==> src/hdl/lfc_pkg.sv <==
// Shared constants, request/response and scan-unit types for the LFU cache table.
`default_nettype none
package lfc_pkg;

  localparam int ENTRIES    = 16;
  localparam int COUNT_BITS = 16;
  localparam int DATA_W     = 32;
  localparam int CAP_W      = 5;

  localparam int IDX_W  = (ENTRIES > 1) ? $clog2(ENTRIES) : 1;
  localparam int RANK_W = IDX_W;
  localparam int FILL_W = $clog2(ENTRIES + 1);
  localparam int SCAN_W = $clog2(ENTRIES + 1);
  localparam int CMP_W  = (FILL_W > CAP_W) ? FILL_W : CAP_W;

  localparam logic [CAP_W-1:0] CAP_RESET = CAP_W'(16);

  localparam logic OP_GET = 1'b0;
  localparam logic OP_PUT = 1'b1;

  typedef struct packed {
    logic                     op;
    logic signed [DATA_W-1:0] key;
    logic signed [DATA_W-1:0] value;
  } req_t;

  typedef struct packed {
    logic                     hit;
    logic signed [DATA_W-1:0] read_value;
    logic                     evicted;
    logic signed [DATA_W-1:0] evicted_key;
  } rsp_t;

  // One entry as seen by the scan compare unit.
  typedef struct packed {
    logic                  valid;
    logic [DATA_W-1:0]     key;
    logic [COUNT_BITS-1:0] cnt;
    logic [RANK_W-1:0]     rank;
  } entry_t;

  // Current eviction candidate.
  typedef struct packed {
    logic                  ok;
    logic [COUNT_BITS-1:0] cnt;
    logic [RANK_W-1:0]     rank;
  } best_t;

  typedef struct packed {
    logic match;
    logic free;
    logic better;
  } flags_t;

endpackage
`default_nettype wire

==> src/hdl/lfc_scan_cmp.sv <==
// Shared compare unit: key match, first free slot and victim ranking for one entry.
`default_nettype none
module lfc_scan_cmp (
  input  wire logic [lfc_pkg::DATA_W-1:0] target,
  input  wire lfc_pkg::entry_t            entry,
  input  wire lfc_pkg::best_t             best,
  input  wire logic                       found,
  input  wire logic                       free_ok,
  output lfc_pkg::flags_t                 flags
);

  always_comb begin
    flags.match  = entry.valid && (entry.key == target) && !found;
    flags.free   = !entry.valid && !free_ok;
    // lower count wins; on equal count the older (larger rank) wins
    flags.better = entry.valid && (!best.ok || (entry.cnt < best.cnt) ||
                   ((entry.cnt == best.cnt) && (entry.rank > best.rank)));
  end

endmodule
`default_nettype wire

==> src/hdl/lfu_cache_table.sv <==
// Top level of the LFU cache table: sequencer, entry storage and result register.
//
//   channel    ports                      handshake
//   --------   ------------------------   ---------------------------------
//   request    req (op, key, value)       taken when start && !busy
//   response   rsp (hit, read_value,      valid for one cycle while done is
//              evicted, evicted_key)      high; the receiver cannot stall
//   config     cfg_data (capacity)        written when cfg_write is high
//
// Sequence: the scan state reads each entry into the read stage and ranks it in the
// compare stage, then the update state commits and registers the response strobe.
// The scan walks the key/value memory one entry a cycle through its single
// read port, and one compare unit ranks each entry.
// busy is high from the accept edge through the update cycle and drops in the
// response cycle, so the next request may be taken at the edge that retires
// the response.
// Reset (rst, synchronous): clears all valid bits, the fill count and the
// sequencer, and sets the capacity to 16. No clearing pass is needed.
`default_nettype none
module lfu_cache_table (
  input  wire logic                      clk,
  input  wire logic                      rst,
  input  wire logic                      start,
  output logic                           busy,
  input  wire lfc_pkg::req_t             req,
  input  wire logic                      cfg_write,
  input  wire logic [lfc_pkg::CAP_W-1:0] cfg_data,
  output logic                           done,
  output lfc_pkg::rsp_t                  rsp
);

  localparam int IW = lfc_pkg::IDX_W;
  localparam int RW = lfc_pkg::RANK_W;
  localparam int CB = lfc_pkg::COUNT_BITS;
  localparam int DW = lfc_pkg::DATA_W;
  localparam int N  = lfc_pkg::ENTRIES;

  typedef enum logic [2:0] {
    ST_IDLE   = 3'b001,
    ST_SCAN   = 3'b010,
    ST_UPDATE = 3'b100
  } state_t;

  state_t state;

  // Configuration and occupancy
  logic [lfc_pkg::CAP_W-1:0]  capacity;
  logic [lfc_pkg::FILL_W-1:0] filled, filled_next;

  // Entry storage: key/value in memory, bookkeeping in per-entry lanes
  logic [DW-1:0] key_mem   [N];
  logic [DW-1:0] value_mem [N];
  logic [N-1:0]  valid;
  logic [N-1:0]  valid_next;
  logic [CB-1:0] count      [N];
  logic [CB-1:0] count_next [N];
  logic [RW-1:0] rank       [N];
  logic [RW-1:0] rank_next  [N];

  // Latched request
  lfc_pkg::req_t req_q;

  // Scan pipeline: read stage then compare stage
  logic [lfc_pkg::SCAN_W-1:0] scan_cnt;
  logic                       scan_end;
  logic [IW-1:0]              ra;
  logic                       p_live;
  logic [IW-1:0]              p_idx;
  logic                       p_valid;
  logic [CB-1:0]              p_cnt;
  logic [RW-1:0]              p_rank;
  logic [DW-1:0]              key_rd;
  logic [DW-1:0]              value_rd;

  // Scan results
  logic          found;
  logic [IW-1:0] e_idx;
  logic [CB-1:0] e_cnt;
  logic [RW-1:0] e_rank;
  logic [DW-1:0] hit_value;
  logic          free_ok;
  logic [IW-1:0] free_idx;
  logic [IW-1:0] vic_idx;
  logic [DW-1:0] vkey;
  lfc_pkg::best_t  best;
  lfc_pkg::entry_t cur;
  lfc_pkg::flags_t flags;

  // Update-cycle decisions
  logic [lfc_pkg::CMP_W-1:0] cap_eff;
  logic                      cap_nz;
  logic                      fill_lt_cap;
  logic                      do_touch;
  logic                      do_insert;
  logic                      use_free;
  logic                      use_vic;
  logic [IW-1:0]             slot;
  logic                      mem_we;
  logic [IW-1:0]             mem_addr;
  lfc_pkg::rsp_t             rsp_next;

  assign busy     = (state != ST_IDLE);
  assign scan_end = (scan_cnt == lfc_pkg::SCAN_W'(N));
  assign ra       = scan_cnt[IW-1:0];

  // Clamp the capacity to the table size and compare against the fill.
  always_comb begin
    cap_eff = lfc_pkg::CMP_W'(capacity);
    if (cap_eff > lfc_pkg::CMP_W'(N)) begin
      cap_eff = lfc_pkg::CMP_W'(N);
    end
    cap_nz      = (cap_eff != '0);
    fill_lt_cap = (lfc_pkg::CMP_W'(filled) < cap_eff);
  end

  // Compare stage input
  assign cur.valid = p_valid;
  assign cur.key   = key_rd;
  assign cur.cnt   = p_cnt;
  assign cur.rank  = p_rank;

  lfc_scan_cmp u_cmp (
    .target  (req_q.key),
    .entry   (cur),
    .best    (best),
    .found   (found),
    .free_ok (free_ok),
    .flags   (flags)
  );

  // Update: touch a hit entry, or fill / replace a slot on an absent-key put.
  always_comb begin
    valid_next  = valid;
    count_next  = count;
    rank_next   = rank;
    filled_next = filled;
    mem_we      = 1'b0;
    mem_addr    = e_idx;
    slot        = free_idx;

    do_touch  = found && ((req_q.op == lfc_pkg::OP_GET) || cap_nz);
    do_insert = !found && (req_q.op == lfc_pkg::OP_PUT) && cap_nz;
    use_free  = do_insert && fill_lt_cap && free_ok;
    use_vic   = do_insert && !use_free && best.ok;
    if (use_vic) begin
      slot = vic_idx;
    end

    rsp_next.hit         = found;
    rsp_next.read_value  = (found && (req_q.op == lfc_pkg::OP_GET)) ? hit_value : '1;
    rsp_next.evicted     = use_vic;
    rsp_next.evicted_key = use_vic ? vkey : '0;

    if (state == ST_UPDATE) begin
      if (do_touch) begin
        // saturate the use count, then age everything newer than the hit entry
        if (e_cnt != '1) begin
          count_next[e_idx] = e_cnt + CB'(1);
        end
        for (int i = 0; i < N; i++) begin
          if (valid[i] && (IW'(i) != e_idx) && (rank[i] < e_rank)) begin
            rank_next[i] = rank[i] + RW'(1);
          end
        end
        rank_next[e_idx] = '0;
        mem_we           = (req_q.op == lfc_pkg::OP_PUT);
      end else if (use_free || use_vic) begin
        // close the victim's gap in the ranking, then age all survivors
        for (int i = 0; i < N; i++) begin
          if (valid[i] && (IW'(i) != slot)) begin
            rank_next[i] = rank[i] - RW'(use_vic && (rank[i] > best.rank)) + RW'(1);
          end
        end
        valid_next[slot] = 1'b1;
        count_next[slot] = CB'(1);
        rank_next[slot]  = '0;
        mem_we           = 1'b1;
        mem_addr         = slot;
        if (use_free) begin
          filled_next = filled + lfc_pkg::FILL_W'(1);
        end
      end
    end
  end

  // Sequencer and control state
  always_ff @(posedge clk) begin
    if (rst) begin
      state    <= ST_IDLE;
      capacity <= lfc_pkg::CAP_RESET;
      filled   <= '0;
      done     <= 1'b0;
      p_live   <= 1'b0;
      scan_cnt <= '0;
      found    <= 1'b0;
      free_ok  <= 1'b0;
      best.ok  <= 1'b0;
      valid    <= '0;
    end else begin
      done <= 1'b0;
      if (cfg_write) begin
        capacity <= cfg_data;
      end
      case (state)
        ST_IDLE: begin
          if (start) begin
            state    <= ST_SCAN;
            scan_cnt <= '0;
            p_live   <= 1'b0;
            found    <= 1'b0;
            free_ok  <= 1'b0;
            best.ok  <= 1'b0;
          end
        end
        ST_SCAN: begin
          // advance the read pointer; the compare stage works on the entry read in the previous cycle
          p_live <= !scan_end;
          if (scan_end) begin
            state <= ST_UPDATE;
          end else begin
            scan_cnt <= scan_cnt + lfc_pkg::SCAN_W'(1);
          end
          if (p_live) begin
            if (flags.match) begin
              found <= 1'b1;
            end
            if (flags.free) begin
              free_ok <= 1'b1;
            end
            if (flags.better) begin
              best.ok   <= 1'b1;
              best.cnt  <= p_cnt;
              best.rank <= p_rank;
            end
          end
        end
        ST_UPDATE: begin
          state  <= ST_IDLE;
          done   <= 1'b1;
          filled <= filled_next;
          valid  <= valid_next;
        end
        default: begin
          state <= ST_IDLE;
        end
      endcase
    end
  end

  // Payload registers
  always_ff @(posedge clk) begin
    if ((state == ST_IDLE) && start) begin
      req_q <= req;
    end
    if ((state == ST_SCAN) && !scan_end) begin
      key_rd   <= key_mem[ra];
      value_rd <= value_mem[ra];
      p_valid  <= valid[ra];
      p_cnt    <= count[ra];
      p_rank   <= rank[ra];
      p_idx    <= ra;
    end
    if ((state == ST_SCAN) && p_live) begin
      if (flags.match) begin
        e_idx     <= p_idx;
        e_cnt     <= p_cnt;
        e_rank    <= p_rank;
        hit_value <= value_rd;
      end
      if (flags.free) begin
        free_idx <= p_idx;
      end
      if (flags.better) begin
        vic_idx <= p_idx;
        vkey    <= key_rd;
      end
    end
    if (state == ST_UPDATE) begin
      rsp   <= rsp_next;
      count <= count_next;
      rank  <= rank_next;
    end
    if (mem_we) begin
      key_mem[mem_addr]   <= req_q.key;
      value_mem[mem_addr] <= req_q.value;
    end
  end

`ifndef SYNTHESIS
  a_done_after_update: assert property (@(posedge clk) disable iff (rst)
    done |-> $past(state == ST_UPDATE))
    else $error("response strobe without an update cycle");

  a_accept_starts_scan: assert property (@(posedge clk) disable iff (rst)
    (start && !busy) |=> (state == ST_SCAN))
    else $error("accepted request did not start a scan");

  a_fill_matches_valid: assert property (@(posedge clk) disable iff (rst)
    $countones(valid) == int'(filled))
    else $error("fill count disagrees with valid bits");

  a_fill_bound: assert property (@(posedge clk) disable iff (rst)
    int'(filled) <= N)
    else $error("fill count beyond table size");

  a_evict_only_on_miss: assert property (@(posedge clk) disable iff (rst)
    (done && rsp.evicted) |-> !rsp.hit)
    else $error("eviction reported on a hit");
`endif

endmodule
`default_nettype wire

==> config.mk <==
export PLATFORM = sky130hd
export DESIGN_NAME = lfu_cache_table
export DESIGN_NICKNAME = d
export VERILOG_FILES = /design/src/hdl/lfc_pkg.sv /design/src/hdl/lfc_scan_cmp.sv /design/src/hdl/lfu_cache_table.sv
export SDC_FILE = /design/constraint.sdc
export NUM_CORES = 2
export LEC_CHECK = 0
export BUFFER_PORTS_ARGS = -buffer_cell sky130_fd_sc_hd__buf_2
export CORE_MARGIN = 8
export CORE_UTILIZATION = 30
export DETAILED_ROUTE_END_ITERATION = 10
export PLACE_DENSITY = 0.44
export SYNTH_ARGS = -nofsm -noshare
export SYNTH_HDL_FRONTEND = slang
export SYNTH_SLANG_ARGS = --single-unit
==> constraint.sdc <==
create_clock -name clk -period 11.8 [get_ports clk]
set_clock_uncertainty 0.05 [all_clocks]
set_input_delay 1.77 -clock clk [delete_from_list [all_inputs] [get_ports clk]]
set_output_delay 1.77 -clock clk [all_outputs]
set_load 0.02 [all_outputs]
==> reports/results.tsv <==
stage	metric	value	unit
power_and_ir_drop	PwrDens	152	mW/mm^2
yosys	mux share of post-synthesis cell area	0.138	
floorplanning	Horiz. Die Dim	511	um
routing	Vias/cell	5.07	
setup_path	Worst Path Class, Setup	reg -> reg	
routing	Routed WL	209	mm
setup_path	Req. time, crit path	12.23	ns
clock_tree	Worst-path clk slew	0.06	ns
yosys	synthesized flop and latch total	1719	
yosys	syn nets	4420	
floorplanning	core area	0.243	mm^2
yosys	synthesized area	0.0735	mm^2
setup_path	reg2reg start	capacity[4]$_SDFFE_PP1P_	
timing	Hold WS	0.366	ns
yosys	Post-Syn Instances	4142	
yosys	register area share after synthesis	0.697	
timing	Final setup viols	0	
clock_tree	CTS tree	built	
setup_path	Max FO, Critical Path	54	
timing	unrepaired setup endpoints after global routing	false	
yosys	Yosys cell types	72	
clock_tree	worst-skew pair later-pin latency	0.87	ns
yosys	Adder-Cell Fraction of Synth Area	0.0347	
cells_and_area	fin nets	4653	
yosys	largest family of logic cells by synthesized area	multiplexers	
power_and_ir_drop	Net Sw Power	2.74	mW
clock_tree	# hold bufs at CTS	0	
setup_path	CP endpoint kind	register	
yosys	post-synthesis xor/xnor area fraction	0.0120	
timing	fmax	167	MHz
yosys	yosys warns	0	
setup_path	crit path DAT	6.42	ns
timing	Worst-Margin Slew	1.22	ns
clock_tree	Post-CTS Setup Bufs	0	
yosys	ys async rst share	0	
worst_hold_path	HP Class	reg -> reg	
timing	relative slew slack	0.184	
power_and_ir_drop	Combinational Power Share	0.011	
yosys	Synth Area in Compound Gates	0.0557	
routing	# DRC	0	
floorplanning	die area	0.261	mm^2
routing	total vias in the final route	39200	
floorplanning	Vert. Die Dim	511	um
power_and_ir_drop	Max IR drop VDD	116	uV
yosys	Mean Syn Cell Area	17.7	um^2
placed_design	routability cong.	0.796	
routing	Starting DRT DRC Count	3224	
timing	Slew Viols, Final	0	
clock_tree	CTS buffer count	191	
clock_tree	CTS sink count	1719	
timing	Hold Violations, Final	0	
placed_design	Port Buf Inserts	141	
power_and_ir_drop	total power	12.9	mW
power_and_ir_drop	Leak	27.0	nW
status	status	completed	
worst_hold_path	hold path start	value_rd[9]$_DFFE_PP_	
run	MaxCap Viol Count	0	
cells_and_area	most frequent cells in the layout	edfxtp_1, mux4_2, nand2_1	
clock_tree	CTS H-tree lvls	4	
setup_path	R2R Setup Slk	5.81	ns
setup_path	Critical Path Source Type	register	
yosys	Synth Flop Type	edfxtp_1	
yosys	simple-gate share of the synthesized area	0.0461	
clock_tree	CTS Buffer Depth	3	
clock_tree	post-CTS resize count	0	
global_routing	global-route wire length before repair	303	mm
clock_tree	Clock Root Buffer	clkbuf_16	
cells_and_area	Area Growth Syn to Fin	15.2	%
power_and_ir_drop	Clk network pwr share	0.463	
floorplanning	Initial Util	0.302	
setup_path	Reg-to-Reg End	key_mem[7][15]$_DFFE_PP_	
routing	final antenna-violating net count	0	
cells_and_area	share of layout cells above drive strength 1	0.223	
global_routing	all-layer global routing usage	0.156	
routing	DR WL/cell	27.0	um
routing	TritonRoute pass-1 iters	5	
global_routing	initial antenna violation count	8	
worst_hold_path	hold path depth	0	
timing	setup TNS	0	ns
setup_path	R2R depth	10	
floorplanning	FP Rows	181	
power_and_ir_drop	Flop pwr share	0.526	
global_routing	pin count of the biggest net entering global routing	124	
timing	crit path time final	5.99	ns
cells_and_area	commonest non-fill, non-tap cell in the layout	edfxtp_1	
worst_hold_path	sink of the worst hold path	hit_value[9]$_DFFE_PP_	
placed_design	DP Wirelength	123	mm
power_and_ir_drop	Int Pwr	10.2	mW
power_and_ir_drop	sw frac	0.212	
timing	final worst path period share	0.508	
yosys	number of synthesized flops with an enable pin	1680	
global_routing	Overflow after GRT	0	
global_routing	vias in the first global route	40900	
floorplanning	Ports	142	
==> registers in the layout, summed over array words and instances (netlist names), 5 cells and up <==
signal,flops
rsp,66
req_q,65
count,256
valid,16
e_cnt,16
capacity,5
filled,5
value_mem,512
hit_value,32
key_mem,512
rank,64
key_rd,32
best,21
p_cnt,16
value_rd,32
scan_cnt,5
vkey,32
==> through the flow <==
step	cells	setup slack, ns	area [um^2]	utilization
6_report	7739	5.81	84700	0.348
5_1_grt	7738	5.33	84700	0.348
4_1_cts	7738	5.76	84700	0.348
3_5_place_dp	7384	5.77	78400	0.322
3_3_place_gp	7384	5.91	78400	0.322
2_1_floorplan	4142	3.65	73500	-
==> worst max-delay path by stage <==
stage | from | end | slack (ns) | depth (start not counted)
floorplan | state[0]$_SDFFE_PP1P_ | key_mem[6][0]$_DFFE_PP_ | 3.65 | 7
global placement | capacity[4]$_SDFFE_PP1P_ | key_mem[7][17]$_DFFE_PP_ | 5.91 | 9
detailed placement | capacity[4]$_SDFFE_PP1P_ | key_mem[7][2]$_DFFE_PP_ | 5.77 | 10
CTS | capacity[4]$_SDFFE_PP1P_ | value_mem[7][28]$_DFFE_PP_ | 5.76 | 10
global route | capacity[4]$_SDFFE_PP1P_ | key_mem[7][15]$_DFFE_PP_ | 5.33 | 9
finish | capacity[4]$_SDFFE_PP1P_ | key_mem[7][15]$_DFFE_PP_ | 5.81 | 10
==> critical path, stage by stage (launching register included) <==
cell and delay [ns]:
dfxtp_1 0.37, inv_2 0.19, nand2_1 0.09, ha_1 0.32, nand4_1 0.15, o21ai_1 0.80
nor2_1 0.46, mux2_2 0.40, o22ai_1 0.85, nor3b_2 0.97, buf_4 0.90
==> Yosys cell counts (34+ instances only) <==
cell type,number,share of area
a21o_1,35,0.0036
inv_1,85,0.0043
a21oi_1,57,0.0039
buf_2,34,0.0023
mux4_2,425,0.13
dfxtp_1,39,0.011
o22ai_1,50,0.0043
nor2_1,89,0.0045
o2bb2ai_1,61,0.0073
nand2_1,313,0.016
nand3_1,48,0.0033
xnor2_1,70,0.0083
ha_1,204,0.035
edfxtp_1,1680,0.69
mux2i_1,54,0.0074
clkbuf_1,141,0.0072
or3_1,36,0.0031
o21ai_0,265,0.018
nand2b_1,56,0.0048
and2_1,40,0.0034
==> cell families after synthesis <==
| group | Yosys count |
|---|---|
| AOI/OAI and AO/OA | 627 |
| xor gates and xnor gates | 101 |
| adders and majority gates | 204 |
| buffers and inverters | 300 |
| DFF | 1719 |
| muxes | 482 |
| and+or+nand+nor | 709 |
==> cell type report <==
class	instances	area (um^2)
Antenna cell	1	2.50
Clock buffer	235	4980
Clock inverter	119	1320
Fill cell	22900	159000
Inverter	89	340
Multi-Input combinational cell	2123	21200
Sequential cell	1719	51200
Tap cell	3202	4010
Timing Repair Buffer	251	1570
==> layer usage <==
metal / share of wire / GRT usage / vias to the layer above / wire, um
li1: - / - / 17300 / -
met1: 0.45 / 0.215 / 20800 / 94400
met2: 0.48 / 0.260 / 865 / 101000
met3: 0.042 / 0.0242 / 265 / 8670
met4: 0.022 / 0.0368 / 0 / 4510
met5: 0 / 0 / - / 0
==> power groups by stage <==
stage	clock, mW	sequential [mW]	combinational (mW)
5_1_grt	6.37	6.80	0.150
3_3_place_gp	0	6.92	0.143
2_1_floorplan	0	6.88	0.0851
3_5_place_dp	0	6.93	0.144
6_report	5.98	6.80	0.138
4_1_cts	6.16	6.80	0.144
Power figures use the tool's default switching activity.
